<file path="config.mk">
export PLATFORM = sky130hd
export DESIGN_NAME = tfn_sqrt_cell
export DESIGN_NICKNAME = d
export VERILOG_FILES = /design/src/tfn_pkg.sv /design/src/tfn_sqrt_cell.sv
export SDC_FILE = /design/constraint.sdc
export NUM_CORES = 1
export LEC_CHECK = 0
export BUFFER_PORTS_ARGS = -buffer_cell sky130_fd_sc_hd__buf_2
export CELL_PAD_IN_SITES_DETAIL_PLACEMENT = 0
export CELL_PAD_IN_SITES_GLOBAL_PLACEMENT = 2
export CORE_MARGIN = 3
export CORE_UTILIZATION = 33
export DETAILED_ROUTE_END_ITERATION = 7
export PLACE_DENSITY_LB_ADDON = 0.1
export SETUP_SLACK_MARGIN = 0.05
export SLEW_MARGIN = 20
export SYNTH_ARGS = -nofsm -noshare
export SYNTH_HDL_FRONTEND = slang
export SYNTH_SLANG_ARGS = --single-unit
</file>
<file path="constraint.sdc">
create_clock -name clk -period 4.65 [get_ports clk]
set_clock_uncertainty 0.15 [all_clocks]
set_input_delay 0.465 -clock clk [delete_from_list [all_inputs] [get_ports clk]]
set_output_delay 0.465 -clock clk [all_outputs]
set_load 0.02 [all_outputs]
</file>
<file path="src/tfn_pkg.sv">
// tfn_pkg: shared widths and a bit-length function for the triangle face normal block
// no dependencies
package tfn_pkg;

  localparam int COORD_WIDTH_DEF      = 16;
  localparam int NORMAL_FRAC_BITS_DEF = 14;
  localparam int SCALE_BITS           = 30;
  localparam int SQ_WIDTH             = 2 * SCALE_BITS + 2;

  // bit length of the low w bits of a value, scanned from the bottom
  function automatic int unsigned bitlen(input logic [127:0] v, input int unsigned w);
    int unsigned n;
    n = 0;
    for (int i = 0; i < 128; i++) begin
      if (i < w && v[i]) n = i + 1;
    end
    return n;
  endfunction

endpackage

</file>
<file path="src/tfn_sqrt_cell.sv">
// tfn_sqrt_cell: one registered bit of the restoring square-root chain
// uses tfn_pkg; carries the partial root and the remainder
module tfn_sqrt_cell
  import tfn_pkg::*;
#(
  parameter int RW = 32,
  parameter int SW = 64,
  parameter int STEP = 0
) (
  input  logic          clk,
  input  logic          en,
  input  logic [SW-1:0] rem_in,
  input  logic [RW-1:0] res_in,
  output logic [SW-1:0] rem_out,
  output logic [RW-1:0] res_out
);
  // one restoring square-root bit, res holds the root bits found so far
  logic [SW-1:0] trial;
  logic [SW-1:0] rem_next;
  logic [RW-1:0] res_next;

  always_comb begin
    trial = ({{(SW-RW){1'b0}}, res_in} << (STEP + 1)) | (SW'(1) << (2 * STEP));
    if (rem_in >= trial) begin
      rem_next = rem_in - trial;
      res_next = res_in | (RW'(1) << STEP);
    end else begin
      rem_next = rem_in;
      res_next = res_in;
    end
  end

  always_ff @(posedge clk) begin
    if (en) begin
      rem_out <= rem_next;
      res_out <= res_next;
    end
  end
endmodule

</file>
== Word-level counts from Yosys, hierarchy flattened ==
Cells that the tools add are included.

* Logic and storage cells: 6
* Register bits: 96
* Input port bits: 98

* Add/subtract/negate cells: 1
* Multiplexer cells: 1
* Order comparisons: 1

{| class="wikitable"
|+ Operator list
! operator !! count
|-
| 64-bit by 33-bit greater-or-equal comparator with 1-bit output || 1
|-
| 64-bit 2-to-1 mux || 1
|-
| 64-bit by 33-bit subtractor with 64-bit output || 1
|}

== Logic depth before layout (Yosys ltp) ==
Gate-level depths: netlist (run 1).

* Depth after elaboration: 2
* Mapped depth: 13

== Least setup slack after synthesis (run 1) ==
OpenSTA, ideal clock, no wires.

* Kind: input -> register
* From: in rem_in[46]
* To: reg rem_out[53] (data pin)
* Data required time: 4.234 ns
* Setup time: 0.266 ns
* Setup slack: 1.355 ns
* Stages: 11
* Arrival time: 2.879 ns
* Path through: or4_1 > or4b_1 > buf_2 > nand4bb_1 > a31o_1 > a221o_1 > buf_2 > nand4b_4 > buf_6 > nor3_1 > xor2_1

* Word-level cells in the longest chain between the ends: 2

{| class="wikitable"
|+ RTL lines
! item !! line !! RTL
|-
| start: declaration || tfn_sqrt_cell.sv:12 || <nowiki>input logic [SW-1:0] rem_in,</nowiki>
|-
| 64-bit by 33-bit subtractor with 64-bit output or 64-bit by 33-bit greater-or-equal comparator with 1-bit output (tied branches) || tfn_sqrt_cell.sv:25, tfn_sqrt_cell.sv:24 ||
|-
| 64-bit 2-to-1 mux (*) || tfn_sqrt_cell.sv:24 || <nowiki>if (rem_in >= trial) begin</nowiki>
|-
| net rem_next[53] || tfn_sqrt_cell.sv:19 || <nowiki>logic [SW-1:0] rem_next;</nowiki>
|-
| end signal: assignment || tfn_sqrt_cell.sv:35 || <nowiki>rem_out <= rem_next;</nowiki>
|-
| end: declaration || tfn_sqrt_cell.sv:14 || <nowiki>output logic [SW-1:0] rem_out,</nowiki>
|}

The timed path passes the listed nets; every way through them passes the cells marked *.
A chain may end at the register's enable or synchronous reset.

== Worst setup path after layout (run 1) ==
* From: in rem_in[46]
* To: reg rem_out[12] (data pin)

* Word-level cells in the longest chain between the ends: 2

{| class="wikitable"
|+ RTL lines
! item !! line
|-
| 64-bit by 33-bit greater-or-equal comparator with 1-bit output || tfn_sqrt_cell.sv:24
|-
| 64-bit 2-to-1 mux || tfn_sqrt_cell.sv:24
|-
| net rem_next[12] || tfn_sqrt_cell.sv:19
|}

The timed path passes the listed nets, and every way through them passes these cells.

==> results of run 1 <==
## area by class of cell
class,instances,area share (%)
antenna,1,0.0334
tap,225,3.75
sequential,96,38.4
clock buffer,9,3.00
inverter,40,2.00
multi-input combinational,445,38.4
timing repair buffer,198,13.4
clock inverter,7,0.934
## Yosys cell counts (2+ instances only)
| cell | n |
|---|---|
| nand2_1 | 45 |
| and2_1 | 2 |
| a31oi_1 | 5 |
| and3_1 | 2 |
| edfxtp_1 | 96 |
| buf_6 | 2 |
| xnor2_1 | 26 |
| or4_1 | 8 |
| xor2_1 | 36 |
| o21a_1 | 3 |
| nor2_1 | 58 |
| ha_1 | 33 |
| a21oi_1 | 69 |
| buf_2 | 6 |
| a211o_1 | 2 |
| nand2b_1 | 4 |
| or2_2 | 4 |
| a211oi_1 | 3 |
| nand3_1 | 12 |
| a21o_1 | 7 |
| nor4_1 | 11 |
| nor3_1 | 20 |
| a221o_1 | 2 |
| o211ai_1 | 6 |
| o211a_1 | 2 |
| or3_1 | 7 |
| inv_1 | 40 |
| nor2b_1 | 2 |
| o21ai_0 | 35 |
| nand4_1 | 11 |
| o21bai_1 | 5 |
| clkbuf_1 | 12 |
## where the power goes
part | switching [mW] | leakage [nW] | total (mW) | internal, mW
combinational | 0.418 | 2.07 | 0.654 | 0.236
clock | 0.350 | 0.148 | 0.769 | 0.419
sequential | 0.0242 | 0.940 | 1.09 | 1.07
total | 0.792 | 3.16 | 2.52 | 1.73
## layout by cell type (no fill, tap or decap), types with 2 or more instances in the layout
cell type	netlist	final
inv_1	40	40
inv_6	0	2
nand2b_1	4	4
xor2_1	36	36
nor2_1	58	58
o21ai_0	35	35
or3_1	7	7
edfxtp_1	96	96
a211o_1	2	2
o21a_1	3	3
buf_2	6	192
nand4_1	11	11
or2_2	4	4
nand3_1	12	12
o211ai_1	6	6
nand2_1	45	45
and2_1	2	2
nor4_1	11	11
and3_1	2	2
clkinv_2	0	2
buf_4	0	6
xnor2_1	26	26
nor3_1	20	20
a31oi_1	5	5
a211oi_1	3	3
a21oi_1	69	69
ha_1	33	33
clkbuf_16	0	9
or4_1	8	8
nor2b_1	2	2
a21o_1	7	7
o211a_1	2	2
o21bai_1	5	5
## per-layer routing
metal	vias up	track usage (%)
met5	-	0
met4	2	6.27
met3	22	3.05
met2	164	29.2
met1	2414	23.6
li1	2591	-
## worst max-delay path by stage
stage | end | slack, ns | depth (start not counted)
after detailed placement | rem_out[12]$_DFFE_PP_ | 0.86 | 8
after global placement | rem_out[12]$_DFFE_PP_ | 0.90 | 8
after global routing | rem_out[45]$_DFFE_PP_ | 1.05 | 11
after CTS | rem_out[12]$_DFFE_PP_ | 1.25 | 8
final | rem_out[12]$_DFFE_PP_ | 1.25 | 8
after floorplan | rem_out[53]$_DFFE_PP_ | 1.35 | 11
## sequential cells by signal, indices dropped and copies added (netlist names)
name / flops
res_out: 32
rem_out: 64
## through the flow
stage	setup slack (ns)	power, mW	area (um2)
detailed placement	0.860	1.77	7200
CTS	1.25	2.56	7500
global route	1.05	2.65	7500
finish	1.25	2.52	7500
global placement	0.902	1.77	7200
floorplan	1.35	1.53	6010
## cells by family after synthesis
group	after synthesis	share of synthesized area (%)
adders and majority gates	34	7.20
and+or+nand+nor	197	16.5
xor gates and xnor gates	62	9.03
buffers and inverters	60	4.12
DFF	96	47.9
AOI/OAI and AO/OA	151	15.0
muxes	1	0.187
==> results.md, run 1 <==
- Top_reg_cell synth: edfxtp_1
- Synth area leader: edfxtp_1
- Worst Setup End Kind: register
- Top Layer Used: met5
- Total Routed Length: 17500 um
- Clock Path Buffers: 2
- # IOs: 194
- Critical path arrival: 3.36 ns
- Fmax: 294 MHz
- Min Tclk post-route: 3.40 ns
- Setup crit start: rem_in[46]
- LEAKAGE: 3.16 nW
- CP peak stage delay: 0.70 ns
- Die W: 141 um
- # fillers: 1800
- CP Data Required Time: 4.61 ns
- Fin util: 42.8%
- Placed cells: 1004
- Seq/Total Area, Yosys: 48.0%
- Cts bufs inserted: 9
- Final Slew Violations: 0
- Largest net degree at the start of global routing: 53
- WS Path Type: in2reg
- Clock transition at the registers of the reported paths: 0.08 ns
- Number of enable flip-flop cells after synthesis: 96
- Layout cell share with drive strength beyond 1: 28.3%
- Die Area: 19900 um2
- GPL Wtd Cong: 0.818
- Core ar.: 17500 um2
- Yosys cell types: 57
- Met2 WL: 8220 um
- Hold Crit Start: res_in[8]
- Clock net sink count: 96
- Critical-path maximum fanout: 24
- CTS tree: done
- Synth Area per Inst: 10.0 um2
- Drt via density: 5.09
- Worst Hold Depth: 1
- Synth top area cells: edfxtp_1 48%, ha_1 6.9%, a21oi_1 5.7%
- DRT iter0 DRCs: 293
- Nets: 922
- RSZ-0062 raised after global routing: no
- Initial antenna violation count: 2
- Hold-fix buffers, CTS: 0
- Total grt overflow: 0
- Ys async rst share: 0%
- DRT antenna net count: 0
- Synthesized area: 6010 um2
- Worst path cell trace: buf_2, or4_1, or4b_1, nand4bb_1, a31o_1, a221o_2, buf_4, mux2_1
- Final period util: 73.1%
- Number of port buffers: 193
- Top cell type's share of synthesized area: 48.0%
- Register bit total from synthesis: 96
- DRT Pass-1 Iters: 5
- Clock root buffer: clkbuf_16
- Resized Gates After CTS: 0
- Global-route wire length before repair: 28000 um
- Chip Height: 141 um
- Non-Filler Instances: 1021
- Synth Instances: 601
- Hold Crit Class: in2reg
- Vias: 5193
- Family with the most delay on the worst path: simple AND/OR/NAND/NOR gates
- Hold Crit Endpoint: res_out[8]$_DFFE_PP_
- Placed wire-length estimate: 13700 um
- DR WL met3: 1010 um
- GRT Total Usage: 17.7%
- Register area: 2880 um2
- Initial core utilization: 34.3%
- Setup TNS: 0 ns
- Post-Syn Nets: 733
- Status: completed
- Htree depth: 3
- Vias in the first global route: 5436
- Pwr Density: 336 nW/um2
- Final Setup Violations: 0
- Critical path's slowest cell: or4b_1
- Total setup buffers inserted after CTS: 0
- Rel. slew slack: 52.0%
- Max capacitance violation total: 0
- Slew @ Worst Pin: 0.720 ns
- Multi-input gate area: 2880 um2
- Area delta synth->final: 24.8%
- Rows: 48
- Met1 Wirelength: 7880 um
- Maximum VDD drop: 173 uV
- Final Hold Fails: 0
- Critical path buffers and inverters: 2
- Remaining routing DRC violations: 0
- Startpoint Class: input pin
- YS warnings: 0
- Final Hold Slack: 0.145 ns
- Routed WL per cell: 17.1 um
Note: power is estimated with default switching activity, not from simulation.
==> run 2: changes to the inputs <==
Settings changed: ABC_AREA set to 1, CORE_UTILIZATION 33 to 27.
Clock period 4.65 ns to 2.9 ns, I/O delays scaled along.
==> results.md, run 2 <==
- DRT iter0 DRCs: 384 (+31%)
- Min Tclk post-route: 2.74 ns
- Vias: 7727 (+49%)
- Fin util: 37.6% (-5.2 points)
- Ys async rst share: 0% (unchanged)
- Synthesized area: 7840 um2 (+30%)
- GRT Total Usage: 18.3% (+0.61 points)
- Slew @ Worst Pin: 0.550 ns (-0.170 ns)
- Synth area leader: edfxtp_1
- Status: completed
- CP peak stage delay: 0.52 ns (-0.18 ns)
- Clock net sink count: 96 (unchanged)
- Nets: 1522 (+65%)
- Worst path cell trace: dlygate4sd3_1, buf_2, inv_1, ha_1, nand2_1, nor2_2, nand2_1, inv_1, nand2_1, nand2_2, nand2_2, nand2_2, a21oi_4, buf_4, buf_6, clkbuf_16, nand2_1, o21ai_2
- RSZ-0062 raised after global routing: no
- Top_reg_cell synth: edfxtp_1
- Startpoint Class: input pin
- Largest register FFs: 64 (unchanged)
- Die W: 176 um (+25%)
- Final Setup Violations: 0 (unchanged)
- Pwr Density: 416 nW/um2 (+24%)
- Synth Area per Inst: 6.98 um2 (-30%)
- DRT antenna net count: 0 (unchanged)
- Worst Setup End Kind: register
- Clock root buffer: clkbuf_16
- Core ar.: 28200 um2 (+61%)
- Clock transition at the registers of the reported paths: 0.06 ns (-0.02 ns)
- Critical-path maximum fanout: 6 (-75%)
- Rows: 61 (+27%)
- Remaining routing DRC violations: 0 (unchanged)
- Final period util: 94.7%
- Post-Syn Nets: 1256 (+71%)
- Register bit total from synthesis: 96 (unchanged)
- Top cell type's share of synthesized area: 36.8% (-11 points)
- Synth top area cells: edfxtp_1 37%, nand2_1 20%, inv_1 10%
- Max capacitance violation total: 0 (unchanged)
- Critical path buffers and inverters: 7 (+5)
- CTS tree: done
- Setup TNS: 0 ns (unchanged)
- Routed WL per cell: 16.6 um (-2.9%)
- Maximum VDD drop: 226 uV (+30%)
- GPL Wtd Cong: 0.869 (+6.3%)
- Seq/Total Area, Yosys: 36.8% (-11 points)
- Yosys cell types: 32 (-44%)
- Global-route wire length before repair: 43600 um (+55%)
- Total grt overflow: 0 (unchanged)
- Rel. slew slack: 63.4% (+11 points)
- Final Hold Fails: 0 (unchanged)
- Family with the most delay on the worst path: buffers and inverters
- Top cells by count, synth: 423 x nand2_1, 217 x inv_1, 112 x nor2_1
- Top cell by count, worst path: nand2_1
- Final setup margin: 0.155 ns (-1.10 ns)
- Synth Instances: 1124 (+87%)
- LEAKAGE: 5.17 nW (+64%)
- Total Routed Length: 29500 um (+69%)
- Htree depth: 3 (unchanged)
- Vias in the first global route: 7559 (+39%)
- Final Hold Slack: 0.0190 ns (-0.126 ns)
- Most flops, register: rem_out
- Initial antenna violation count: 0 (-2)
- Biggest regs: rem_out: 64 flops, res_out: 32 flops
- YS warnings: 0 (unchanged)
- Number of port buffers: 193 (unchanged)
- Chip Height: 176 um (+25%)
- Critical path's slowest cell: dlygate4sd3_1
- Critical path arrival: 2.70 ns (-0.66 ns)
- Antenna cells: 0 (-1)
- Initial core utilization: 27.8% (-6.5 points)
- Layout cell share with drive strength beyond 1: 29.1% (+0.80 points)
- # IOs: 194 (unchanged)
- Final Slew Violations: 0 (unchanged)
- Cts bufs inserted: 9 (unchanged)
- DRT Pass-1 Iters: 4 (-1)
- CP Data Required Time: 2.86 ns (-1.75 ns)
- WS Path Type: in2reg
- Number of enable flip-flop cells after synthesis: 96 (unchanged)
- Count leader, synth: nand2_1
- Fmax: 364 MHz
- Area delta synth->final: 35.3%
- Commonest non-fill, non-tap cells in the layout: 401 x nand2_1, 217 x inv_1, 192 x buf_2
- Largest net degree at the start of global routing: 56 (+5.7%)
- Hold Crit Class: in2reg
- Dpl ws: 0.141 ns (-0.719 ns)
- Drt via density: 4.36 (-14%)
- Placed wire-length estimate: 23900 um (+74%)
- Clock Path Buffers: 2 (unchanged)
- Total Power: 4.41 mW (+75%)
- Die Area: 31100 um2 (+57%)
- Commonest non-fill, non-tap cell in the layout: nand2_1
==> run 2: layout make-up <==
class                           instances  area [um2]
Clock buffer                            9         225
Tap cell                              378         473
Clock inverter                          7        55.1
Multi-Input combinational cell        799        4320
Inverter                              220         826
Timing Repair Buffer                  264        1830
Fill cell                            3085       17600
Sequential cell                        96        2880
==> run 2: logic make-up (layout without fill, tap and decap cells) <==
logic type                 after synthesis  count (layout)  share of synthesized area [%]
adders and majority gates               34              34                           5.52
buffers and inverters                  230             500                           12.2
xor gates and xnor gates                30              30                           3.35
AOI/OAI and AO/OA                       82              82                           7.94
DFF                                     96              96                           36.8
and+or+nand+nor                        652             653                           34.2
==> run 2: per-stage QoR <==
step	area, um2	instances
6_report	10600	1773
5_1_grt	10600	1773
4_1_cts	9930	1747
3_3_place_gp	9350	1701
2_1_floorplan	7840	1124
3_5_place_dp	9350	1701
==> run 2: where the power goes <==
group | total, mW | internal, mW | leakage (nW) | switching [mW]
sequential | 1.75 | 1.71 | 0.940 | 0.0385
combinational | 1.45 | 0.524 | 4.09 | 0.922
clock | 1.22 | 0.595 | 0.140 | 0.621
==> run 2: worst paths after layout <==
check | startpoint | to | slack, ns | depth (start not counted)
max | res_in[8] | rem_out[26]$_DFFE_PP_ | 0.16 | 18
min | res_in[22] | res_out[22]$_DFFE_PP_ | 0.02 | 1
==> run 2: per-layer routing <==
layer	vias up	global-route usage, %	wire (um)
met5	-	0	0
met4	0	3.83	285
met3	17	2.19	1190
met2	170	28.5	12900
met1	3539	27.4	15100
li1	4001	-	-
==> run 2: repair_timing <==
item                                    CTS  global route
hold endpoints to repair                 30             0
hold buffers                             30             0
endpoints found under the setup margin    0            62
buffers inserted                          0            18
resized for setup                         0            79
