### config.mk
export PLATFORM = sky130hd
export DESIGN_NAME = tfn_div_cell
export DESIGN_NICKNAME = d
export VERILOG_FILES = /design/src/tfn_pkg.sv /design/src/tfn_div_cell.sv
export SDC_FILE = /design/constraint.sdc
export NUM_CORES = 1
export LEC_CHECK = 0
export BUFFER_PORTS_ARGS = -buffer_cell sky130_fd_sc_hd__buf_2
export CAP_MARGIN = 30
export CORE_UTILIZATION = 51
export CTS_BUF_LIST = sky130_fd_sc_hd__clkbuf_4 sky130_fd_sc_hd__clkbuf_8
export DETAILED_ROUTE_END_ITERATION = 7
export MAX_ROUTING_LAYER = met4
export PLACE_DENSITY = 0.83
export REMOVE_ABC_BUFFERS = 1
export SETUP_SLACK_MARGIN = 0.1
export SLEW_MARGIN = 20
export SYNTH_ARGS = -nofsm -noshare
export SYNTH_HDL_FRONTEND = slang
export SYNTH_SLANG_ARGS = --single-unit
### constraint.sdc
create_clock -name clk -period 3.1 [get_ports clk]
set_clock_uncertainty 0.05 [all_clocks]
set_input_delay 0.31 -clock clk [delete_from_list [all_inputs] [get_ports clk]]
set_output_delay 0.31 -clock clk [all_outputs]
set_load 0.02 [all_outputs]
### src/tfn_pkg.sv
// tfn_pkg: shared widths and a bit-length function for the triangle face normal block
// no dependencies
package tfn_pkg;

  localparam int COORD_WIDTH_DEF      = 16;
  localparam int NORMAL_FRAC_BITS_DEF = 14;
  localparam int SCALE_BITS           = 30;
  localparam int SQ_WIDTH             = 2 * SCALE_BITS + 2;

  // bit length of the low w bits of a value, scanned from the bottom
  function automatic int unsigned bitlen(input logic [127:0] v, input int unsigned w);
    int unsigned n;
    n = 0;
    for (int i = 0; i < 128; i++) begin
      if (i < w && v[i]) n = i + 1;
    end
    return n;
  endfunction

endpackage

### src/tfn_div_cell.sv
// tfn_div_cell: one quotient bit of a restoring divider, registered
// uses tfn_pkg
module tfn_div_cell
  import tfn_pkg::*;
#(
  parameter int NW = 48,
  parameter int DW = 32,
  parameter int STEP = 0
) (
  input  logic          clk,
  input  logic          en,
  input  logic [NW-1:0] num_in,
  input  logic [DW-1:0] den,
  input  logic [NW-1:0] q_in,
  output logic [NW-1:0] num_out,
  output logic [NW-1:0] q_out
);
  logic [NW+DW-1:0] shifted;
  logic [NW+DW-1:0] num_w;

  always_comb begin
    num_w   = {{DW{1'b0}}, num_in};
    shifted = {{NW{1'b0}}, den} << STEP;
  end

  always_ff @(posedge clk) begin
    if (en) begin
      if (num_w >= shifted) begin
        num_out <= NW'(num_w - shifted);
        q_out   <= q_in | (NW'(1) << STEP);
      end else begin
        num_out <= num_in;
        q_out   <= q_in;
      end
    end
  end
endmodule

======== Word level (Yosys, flattened, before mapping) ========
Cells that the tools add are included.
word-level totals
  register bits after elaboration ......... 96
  input port bits ......................... 130
  output and inout port bits .............. 96
  word-level logic and storage cells ...... 6
cells by class
  $add $sub $neg .......................... 1
  magnitude comparators ................... 1
  multiplexer cells ....................... 1
operator list
  kind                                              number
  48-bit by 32-bit >= comparator with 1-bit output  1
  48-bit two-way mux                                1
  48-bit by 32-bit subtractor with 48-bit output    1

======== Logic depth before layout (Yosys ltp) ========
Gate-level depths: netlist (run 1).
  depth after elaboration ................. 2
  mapped depth ............................ 13
  gate-level depth less buffers ........... 11

======== Least setup slack after synthesis (run 1) ========
Ideal clock, no wire load.
  kind .................................... input -> register
  start point ............................. input num_in[0]
  end point ............................... register num_out[33], data pin
  library setup time ...................... 0.258 ns
  arrival time ............................ 2.477 ns
  data required time ...................... 2.792 ns
  path slack .............................. 0.315 ns
  cell stages on the path ................. 12
  path buffers ............................ 1
  cell sequence ........................... inv_1 > ha_1 > fa_1 > nor2b_1 > o2111ai_1 > a211oi_2 > nor3b_2 > nor2_1 > nor4_1 > buf_2 > or3_1 > xnor2_1
between the ends
  word-level cells in the longest chain between the ends .. 2
  elaborated cells on any way between the ends .. 3
  classes of those cells .................. add/sub: 1; order compare: 1; mux: 1
ends and longest elaborated chain
  element                                                                                                                    line                                    text
  from (decl)                                                                                                                tfn_div_cell.sv:12                      input logic [NW-1:0] num_in,
  48-bit by 32-bit subtractor with 48-bit output / 48-bit by 32-bit >= comparator with 1-bit output (equally long branches)  tfn_div_cell.sv:29, tfn_div_cell.sv:28
  48-bit two-way mux *                                                                                                       tfn_div_cell.sv:28                      if (num_w >= shifted) begin
  to (signal assigned)                                                                                                       tfn_div_cell.sv:29                      num_out <= NW'(num_w - shifted);
  to (signal assigned)                                                                                                       tfn_div_cell.sv:32                      num_out <= num_in;
  to (decl)                                                                                                                  tfn_div_cell.sv:15                      output logic [NW-1:0] num_out,
Every way passes the cells marked *; elsewhere a longest branch is shown, timed or not.
A chain may end at the register's enable or synchronous reset.

======== Worst setup path after layout (run 1) ========
  start point ............................. input num_in[0]
  end point ............................... register num_out[47], data pin
The elaborated chain is that of the path after synthesis.

==> impl_metrics.ini, run 1 <==
[min_path]
hold_path_depth = 1
hold_class = in2reg

[clock_network]
hold_buffers = 0
cts_buffers = 9
path_clk_slew_ns = 0.12
htreeDepth = 3
clock-sinks = 96
cts_tree = done
cts_buffer_depth = 2
root_buffer = clkbuf_8

[pwr]
irDropWorstVdd_mv = 0.297
p_per_area_nw_per_um2 = 467
leakagePower_nw = 3.31

[timing]
worst_slack_ns = 0.221
setup_viol = 0
maxSlewHeadroom_pct = 65.1
finalHoldViolCount = 0
fmax_mhz = 347
tightestPinTransition_ns = 0.524
finalCritPeriodShare_pct = 92.9
setup-tns-final_ns = 0
finalCriticalPeriod_ns = 2.88
finalMaxSlewViolations = 0
rsz0062_at_grt = no

[job]
max_cap_violations = 0

[critical_path]
crit_arrival_ns = 2.94
crit_path_end = num_out[47]
critPathLaunchType = input pin
required_ns = 3.16
cp_slowest_cell = or4b_1
cp_num_cells = 13
cp_num_buf_inv = 3
critPathTopFamily = simple AND/OR/NAND/NOR gates
cp-startpoint = num_in[0]
slowest_delay_ns = 0.56
setup.worst_path.end_class = flop
cp_cell_sequence = buf_2 -> inv_1 -> ha_1 -> fa_1 -> nor2b_1 -> o2111ai_1 -> a211oi_2 -> nor3b_2 -> nor2_2 -> nor4_2 -> clkbuf_4 -> or4b_1 -> xnor2_1
critPathMaxFanout = 10
critPathKind = in2reg

[logic_synthesis]
synth_compound_area_share_pct = 17.0
ys_warn_count = 0
postSynth.asyncResetShare_pct = 0
synthMuxAreaShare_pct = 0
synth_xor_area_share_pct = 6.63
synth-edff-count = 96
synthCells = 555
seq_area_frac_synth_pct = 48.5
synth_fa_ha_area_share_pct = 7.07
synth_cell_types = 54
yosys.area_share.simple_pct = 15.1
syn_avg_cell_area_sq_um = 10.7
synthFlopType = edfxtp_1
synth_top_family_by_area = compound AO/OA/AOI/OAI gates
synthesis.area_sq_um = 5950
ys_ff_latch = 96

[status]
status = finished clean

[route]
drt_wl_total_mm = 16.4
drt_first_pass_iters = 5
drt_iter0_drc = 275
drc = 0
drt-vias-per-instance = 5.42
ant_nets = 0
drt-wirelength-per-cell_um = 17.2
vias = 5178

[grt]
overflow = 0
grt_pass1_vias = 4862
grt_first_pass_wirelength_mm = 24.1
grt_max_degree = 97
grt_antenna_before_repair = 2
gr-usage-all-layers_pct = 27.4

[place]
portBuffers = 225
gp_congestion = 0.908
place_area_sq_um = 7400
pre_cts_ws_ns = -0.0714
dp.final_hpwl_mm = 13.0

[floorplan]
die_h_um = 110
initial_core_util_pct = 52.3
rows = 39
core_sq_um = 11400
dieArea_sq_um = 12100
io_pins = 226
die_w_um = 110

[final_layout]
finalInstanceArea_sq_um = 7610
nets = 969
final_layout_size_suffix_gt1_share_pct = 40.6
fillCellCount = 901
area_growth_pct = 28.0
[layer usage]
metal  vias to the layer above  part of all wire, %  wire length, um  track usage, %
li1                       2521                    -                -               -
met1                      2411                   39             6400            31.4
met2                       211                   50             8230            47.5
met3                        35                  8.2             1360            4.29
met4                         0                  2.7              450            11.5
met5                         -                    0                0               -
[Yosys cell counts (all sizes together) (2+ instances only)]
master | n | share of area (%)
buf | 23 | 2.9
or3 | 5 | 0.53
a31oi | 3 | 0.32
clkbuf | 4 | 0.25
nand4 | 18 | 1.9
edfxtp | 96 | 48
inv | 41 | 2.6
a21o | 9 | 1.1
nand2 | 38 | 2.4
a2111oi | 2 | 0.93
nand2b | 14 | 1.6
nand3 | 8 | 0.67
xor2 | 20 | 2.9
a211oi | 5 | 0.72
ha | 32 | 6.7
o21bai | 7 | 0.88
o21a | 2 | 0.25
xnor2 | 25 | 3.7
a211o | 2 | 0.29
nor4 | 7 | 0.99
o21ai | 27 | 2.3
nor2 | 53 | 3.5
o211ai | 7 | 1.1
a21oi | 71 | 7.9
or4 | 4 | 0.50
nor3 | 13 | 1.3
nor2b | 3 | 0.32
[sequential cells by signal, summed over array words and instances, names as in the netlist]
| name | count |
|---|---|
| num_out | 48 |
| q_out | 48 |
[cell families (layout without fill, tap and decap cells)]
kind of cell / count (synthesis) / after routing
simple gates: 171 / 171
compound gates: 142 / 142
flops: 96 / 96
buf+inv: 68 / 324
xor+xnor: 45 / 45
fa+ha+maj: 33 / 33
other cells: 0 / 2
[metrics by stage]
stage | instances | util [%] | hold WS [ns] | total power, mW
4_1_cts | 952 | 66.8 | 0.0463 | 3.57
6_report | 956 | 67.0 | 0.0546 | 3.56
5_1_grt | 956 | 67.0 | 0.0457 | 3.72
3_3_place_gp | 936 | 65.1 | 0.437 | 2.74
3_5_place_dp | 936 | 65.1 | 0.438 | 2.77
2_1_floorplan | 528 | - | 0.359 | 2.33
[worst min-delay path by stage]
stage                         from         to  slack, ns
after floorplan           q_in[10]  q_out[10]       0.36
after global placement     q_in[7]   q_out[7]       0.44
after detailed placement  q_in[30]  q_out[30]       0.44
after CTS                  q_in[3]   q_out[3]       0.05
after global routing      q_in[38]  q_out[38]       0.05
final                      q_in[3]   q_out[3]       0.05
[area by class of cell]
| cell class | instances | area, sq um | share of cell area, % |
|---|---|---|---|
| flip-flops and latches | 96 | 2880 | 37.9 |
| multi-input cells | 391 | 2740 | 35.9 |
| repair buffers | 267 | 1470 | 19.3 |
| well taps | 143 | 179 | 2.35 |
| inverters | 41 | 154 | 2.02 |
| clock buffers | 9 | 124 | 1.63 |
| clock inverters | 7 | 63.8 | 0.838 |
| diodes | 2 | 5.00 | 0.0657 |
[repair_timing]
action / 4_1_cts / 5_1_grt
endpoints found under the setup margin: 0 / 2
resized for setup: 0 / 1
endpoints found under the hold margin: 0 / 0
buffers inserted: 0 / 1
[layout by cell type (no fill, tap or decap), types with 2 or more instances in the layout]
| cell type | n |
|---|---|
| inv_1 | 41 |
| nor2b_1 | 3 |
| o21a_1 | 2 |
| nand3_1 | 8 |
| or4_1 | 3 |
| nor2_1 | 49 |
| xnor2_1 | 25 |
| a2111oi_4 | 2 |
| a31oi_1 | 3 |
| a211o_1 | 2 |
| a21oi_1 | 46 |
| edfxtp_1 | 96 |
| buf_12 | 2 |
| nor2_2 | 4 |
| nor4_1 | 5 |
| buf_4 | 40 |
| clkinvlp_4 | 2 |
| o211ai_1 | 6 |
| a21o_1 | 9 |
| clkbuf_8 | 9 |
| a211oi_1 | 4 |
| o21bai_1 | 7 |
| nor3_1 | 10 |
| or3_1 | 5 |
| inv_6 | 2 |
| ha_1 | 32 |
| nor3_2 | 3 |
| o21ai_1 | 11 |
| nand2b_1 | 13 |
| o21ai_0 | 16 |
| nand2_1 | 38 |
| diode_2 | 2 |
| a21oi_4 | 3 |
| buf_2 | 224 |
| nand4_1 | 18 |
| xor2_1 | 20 |
| a21oi_2 | 22 |
[report_power, final]
part | total, mW | leakage (nW) | internal [mW] | switching (mW)
Combinational | 1.10 | 2.28 | 0.436 | 0.666
Clock | 0.812 | 0.0886 | 0.308 | 0.504
Sequential | 1.64 | 0.940 | 1.60 | 0.0382
Note: power is estimated with default switching activity, not from simulation.
==> run 2, diff against run 1 <==
- CORE_ASPECT_RATIO: default -> 1.5
- TNS_END_PERCENT: default -> 20
==> run 2 against run 1 <==
- combinational power barely moved
- sequential share of layout area fell by 0.26 points
- power rose by 0.64%
- worst setup slack improved by 0.071 ns
- clock power rose by 3.1%
- design area rose by 0.69%
- die area barely moved
- global-route usage rose by 0.41 points
- via count rose by 0.17%
- critical endpoint unchanged
==> impl_metrics.ini, run 2 (synthesis results as in run 1) <==
[clock_network]
cts_tree = done
clock-sinks = 96
cts_buffers = 9
cts_buffer_depth = 2
hold_buffers = 0
path_clk_slew_ns = 0.11
root_buffer = clkbuf_8
cts_resized = 0
htreeDepth = 3
cts_setup_buffers = 0

[grt]
gr-usage-all-layers_pct = 27.8
grt_max_degree = 52
overflow = 0
grt_first_pass_wirelength_mm = 25.6
grt_pass1_vias = 5418
grt_antenna_before_repair = 0

[floorplan]
core_sq_um = 11200
rows = 47
die_w_um = 90.2
die_h_um = 134
dieArea_sq_um = 12100
initial_core_util_pct = 53.2
io_pins = 226

[final_layout]
utilization_pct = 68.6
fillCellCount = 896
area_growth_pct = 28.9
nets = 973
final_common_cell = buf_2
layout_common_cells = buf_2 (224), edfxtp_1 (96), nor2_1 (50)
final_layout_size_suffix_gt1_share_pct = 40.9
reg_top3 = num_out x48, q_out x48
n_antenna_cell = 0

[route]
drc = 0
highest_layer = met4
wl_met3_um = 862
drt_first_pass_iters = 4
drt_wl_total_mm = 16.0
drt-wirelength-per-cell_um = 16.6
vias = 5187
route.met2.wl_mm = 8.93
drt-vias-per-instance = 5.39
drt_iter0_drc = 213
ant_nets = 0
met1_length_mm = 5.69

[critical_path]
critPathMaxFanout = 8
crit_arrival_ns = 2.88
critPathKind = in2reg
cp_num_buf_inv = 2
setup.worst_path.end_class = flop
required_ns = 3.18
critPathLaunchType = input pin
slowest_delay_ns = 0.58
critPathTopFamily = simple AND/OR/NAND/NOR gates
cp_cell_sequence = buf_2 -> inv_1 -> ha_1 -> fa_1 -> nor2b_1 -> o2111ai_1 -> a211oi_2 -> nor3b_2 -> nor2_1 -> nor4_2 -> or4b_1 -> xnor2_1
cp_slowest_cell = or4b_1

[timing]
setup-tns-final_ns = 0
finalHoldViolCount = 0
fmax_mhz = 356
finalCritPeriodShare_pct = 90.6
setup_viol = 0
finalCriticalPeriod_ns = 2.81
worst_slack_ns = 0.292
finalMaxSlewViolations = 0
maxSlewHeadroom_pct = 56.2
rsz0062_at_grt = no
fin_hold_ws_ns = 0.0450
tightestPinTransition_ns = 0.652

[pwr]
power.net_switching_mw = 1.21
combPwrFrac_pct = 30.8
p_seq_share_pct = 45.8
irDropWorstVdd_mv = 0.257
swShare_pct = 33.8
power.total_mw = 3.58
internal_power_mw = 2.37
leakagePower_nw = 3.35
p_per_area_nw_per_um2 = 467
p_clk_share_pct = 23.4

[place]
gp_congestion = 0.912
pre_cts_ws_ns = -0.0515
dp.final_hpwl_mm = 13.1
portBuffers = 225

[min_path]
hold_class = in2reg
hold_path_depth = 1
min_to = q_out[35]
min_from = q_in[35]

[job]
max_cap_violations = 0

[status]
status = finished clean
-- run 2: power groups by stage --
| stage | Sequential, mW | Combinational, mW | Clock (mW) |
|---|---|---|---|
| 4_1_cts | 1.64 | 1.10 | 0.855 |
| 3_5_place_dp | 1.67 | 1.10 | 0 |
| 6_report | 1.64 | 1.10 | 0.837 |
| 3_3_place_gp | 1.67 | 1.07 | 0 |
| 2_1_floorplan | 1.86 | 0.468 | 0 |
| 5_1_grt | 1.65 | 1.19 | 0.896 |
-- run 2: worst max path at each step --
stage,from,endpoint,slack (ns),depth (start not counted)
floorplan,den[17],num_out[45],-0.59,10
global placement,num_in[0],num_out[47],0.004,12
detailed placement,num_in[0],num_out[47],-0.05,12
CTS,num_in[0],num_out[47],0.30,12
global route,num_in[0],num_out[47],0.11,12
finish,num_in[0],num_out[47],0.29,12
-- run 2: final cells by class --
| type | count | area, sq um | share of cell area [%] |
|---|---|---|---|
| Tap cell | 147 | 184 | 2.40 |
| Clock buffer | 9 | 124 | 1.62 |
| Sequential cell | 96 | 2880 | 37.6 |
| Inverter | 41 | 154 | 2.01 |
| Timing Repair Buffer | 271 | 1510 | 19.7 |
| Multi-Input combinational cell | 391 | 2730 | 35.7 |
| Clock inverter | 7 | 81.3 | 1.06 |
-- run 2: metal layers --
metal | vias up | global-route usage, %
met1 | 2393 | 27.7
li1 | 2530 | -
met2 | 225 | 52.8
met4 | 0 | 11.6
met3 | 39 | 4.71
met5 | - | -
-- run 2: metrics by stage --
| step | cells | cell area (sq um) |
|---|---|---|
| finish | 962 | 7660 |
| CTS | 962 | 7660 |
| detailed placement | 946 | 7460 |
| global placement | 945 | 7430 |
| global route | 962 | 7660 |
| floorplan | 528 | 5760 |
==> run 3, diff against run 2 <==
- HOLD_SLACK_MARGIN: default -> 0.15
==> run 3 against run 2 <==
- worst hold slack better by 0.15 ns
- routed wire length is 9.2% higher
- via count is 5.5% higher
- global-route usage is 2.4 points higher
- core utilization is 4.3 points higher
- cell count is 5.0% higher
- combinational power is 5% higher
- sequential power hardly changed
- clock power is 0.6% higher
- critical path depth stayed put
- critical path type unchanged
==> impl_metrics.ini, run 3 (synthesis results as in run 1) <==
[grt]
grt_max_degree = 52
met2_usage_pct = 58.8
grt_pass1_vias = 5705
overflow = 0
grt_antenna_before_repair = 0
grt_first_pass_wirelength_mm = 27.6
grt_use_met1_pct = 28.9
gr-usage-all-layers_pct = 30.1
met3_usage_pct = 4.93
grt_busiest_layer = met2

[critical_path]
setup.worst_path.end_class = flop
required_ns = 3.18
critPathKind = in2reg
cp-startpoint = num_in[0]
critPathMaxFanout = 8
crit_arrival_ns = 2.88
critPathLaunchType = input pin

[floorplan]
dieArea_sq_um = 12100
rows = 47
core_sq_um = 11200
initial_core_util_pct = 53.2
die_w_um = 90.2
die_h_um = 134
io_pins = 226

[pwr]
p_per_area_nw_per_um2 = 447
p_seq_share_pct = 45.1
irDropWorstVdd_mv = 0.257
power.net_switching_mw = 1.23
power.total_mw = 3.64
leakagePower_nw = 3.55
internal_power_mw = 2.41
combPwrFrac_pct = 31.8
p_clk_share_pct = 23.1
swShare_pct = 33.9

[job]
max_cap_violations = 0

[clock_network]
path_clk_slew_ns = 0.10
htreeDepth = 3
root_buffer = clkbuf_8
cts_buffers = 9
cts_tree = done
cts_buffer_depth = 2
clock-sinks = 96
cts_setup_buffers = 0
cts_resized = 0

[route]
ant_nets = 0
vias = 5470
drt_first_pass_iters = 5
drt-vias-per-instance = 5.42
drc = 0
drt-wirelength-per-cell_um = 17.3
drt_iter0_drc = 233
drt_wl_total_mm = 17.4

[timing]
setup_viol = 0
tightestPinTransition_ns = 0.648
finalHoldViolCount = 0
finalCritPeriodShare_pct = 90.3
finalMaxSlewViolations = 0
finalCriticalPeriod_ns = 2.80
fmax_mhz = 357
maxSlewHeadroom_pct = 56.5
rsz0062_at_grt = no

[final_layout]
nets = 1021
final_layout_size_suffix_gt1_share_pct = 38.6
layout_common_cells = buf_2 (224), edfxtp_1 (96), nor2_1 (50)
area_growth_pct = 37.0
reg_top3 = num_out x48, q_out x48
finalInstanceArea_sq_um = 8150
final_common_cell = buf_2
n_antenna_cell = 0

[place]
dp.final_hpwl_mm = 13.1
gp_congestion = 0.912
place_area_sq_um = 7460
portBuffers = 225

[min_path]
min_from = num_in[24]
hold_class = in2reg

[status]
status = finished clean
-- run 3: stage by stage --
step / worst slack (ns) / util (%) / hold WS, ns / cells / TNS, ns
5_1_grt: 0.107 / 72.9 / 0.184 / 1010 / 0
3_5_place_dp: -0.0515 / 66.8 / 0.438 / 946 / -0.145
6_report: 0.301 / 72.9 / 0.194 / 1010 / 0
3_3_place_gp: 0.00378 / 66.5 / 0.437 / 945 / 0
2_1_floorplan: -0.588 / - / 0.359 / 528 / -16.39
4_1_cts: 0.301 / 72.9 / 0.185 / 1010 / 0
-- run 3: per-layer routing --
layer / up-vias / wire length [um]
li1: 2625 / -
met4: 0 / 544
met5: - / 0
met3: 49 / 1050
met1: 2527 / 5890
met2: 269 / 9950
-- run 3: final cells by class --
class                      count  area (sq um)
clock buffer                   9           124
clock inverter                 7          81.3
fill                         821          3030
inverter                      41           154
multi-input combinational    391          2730
sequential                    96          2880
tap                          147           184
timing repair buffer         319          1990
-- run 3: worst max-delay path, stage by stage --
cell and delay (ns):
buf_2 0.09, inv_1 0.04, ha_1 0.21, fa_1 0.41, nor2b_1 0.17, o2111ai_1 0.20
a211oi_2 0.29, nor3b_2 0.09, nor2_1 0.21, nor4_2 0.12, or4b_1 0.58, xnor2_1 0.15
-- run 3: what timing repair did --
item,4_1_cts,5_1_grt
setup endpoints to repair,0,0
endpoints found under the hold margin,48,0
hold buffers,48,0
-- run 3: power groups by stage --
stage	Clock (mW)	Sequential [mW]	Combinational, mW
after global routing	0.895	1.65	1.25
after global placement	0	1.67	1.07
after CTS	0.855	1.64	1.15
after detailed placement	0	1.67	1.10
after floorplan	0	1.86	0.468
final	0.842	1.64	1.16
-- run 3: worst paths after layout --
path	end	slack, ns	cells after the start
max	num_out[47]	0.30	12
min	num_out[24]	0.19	3
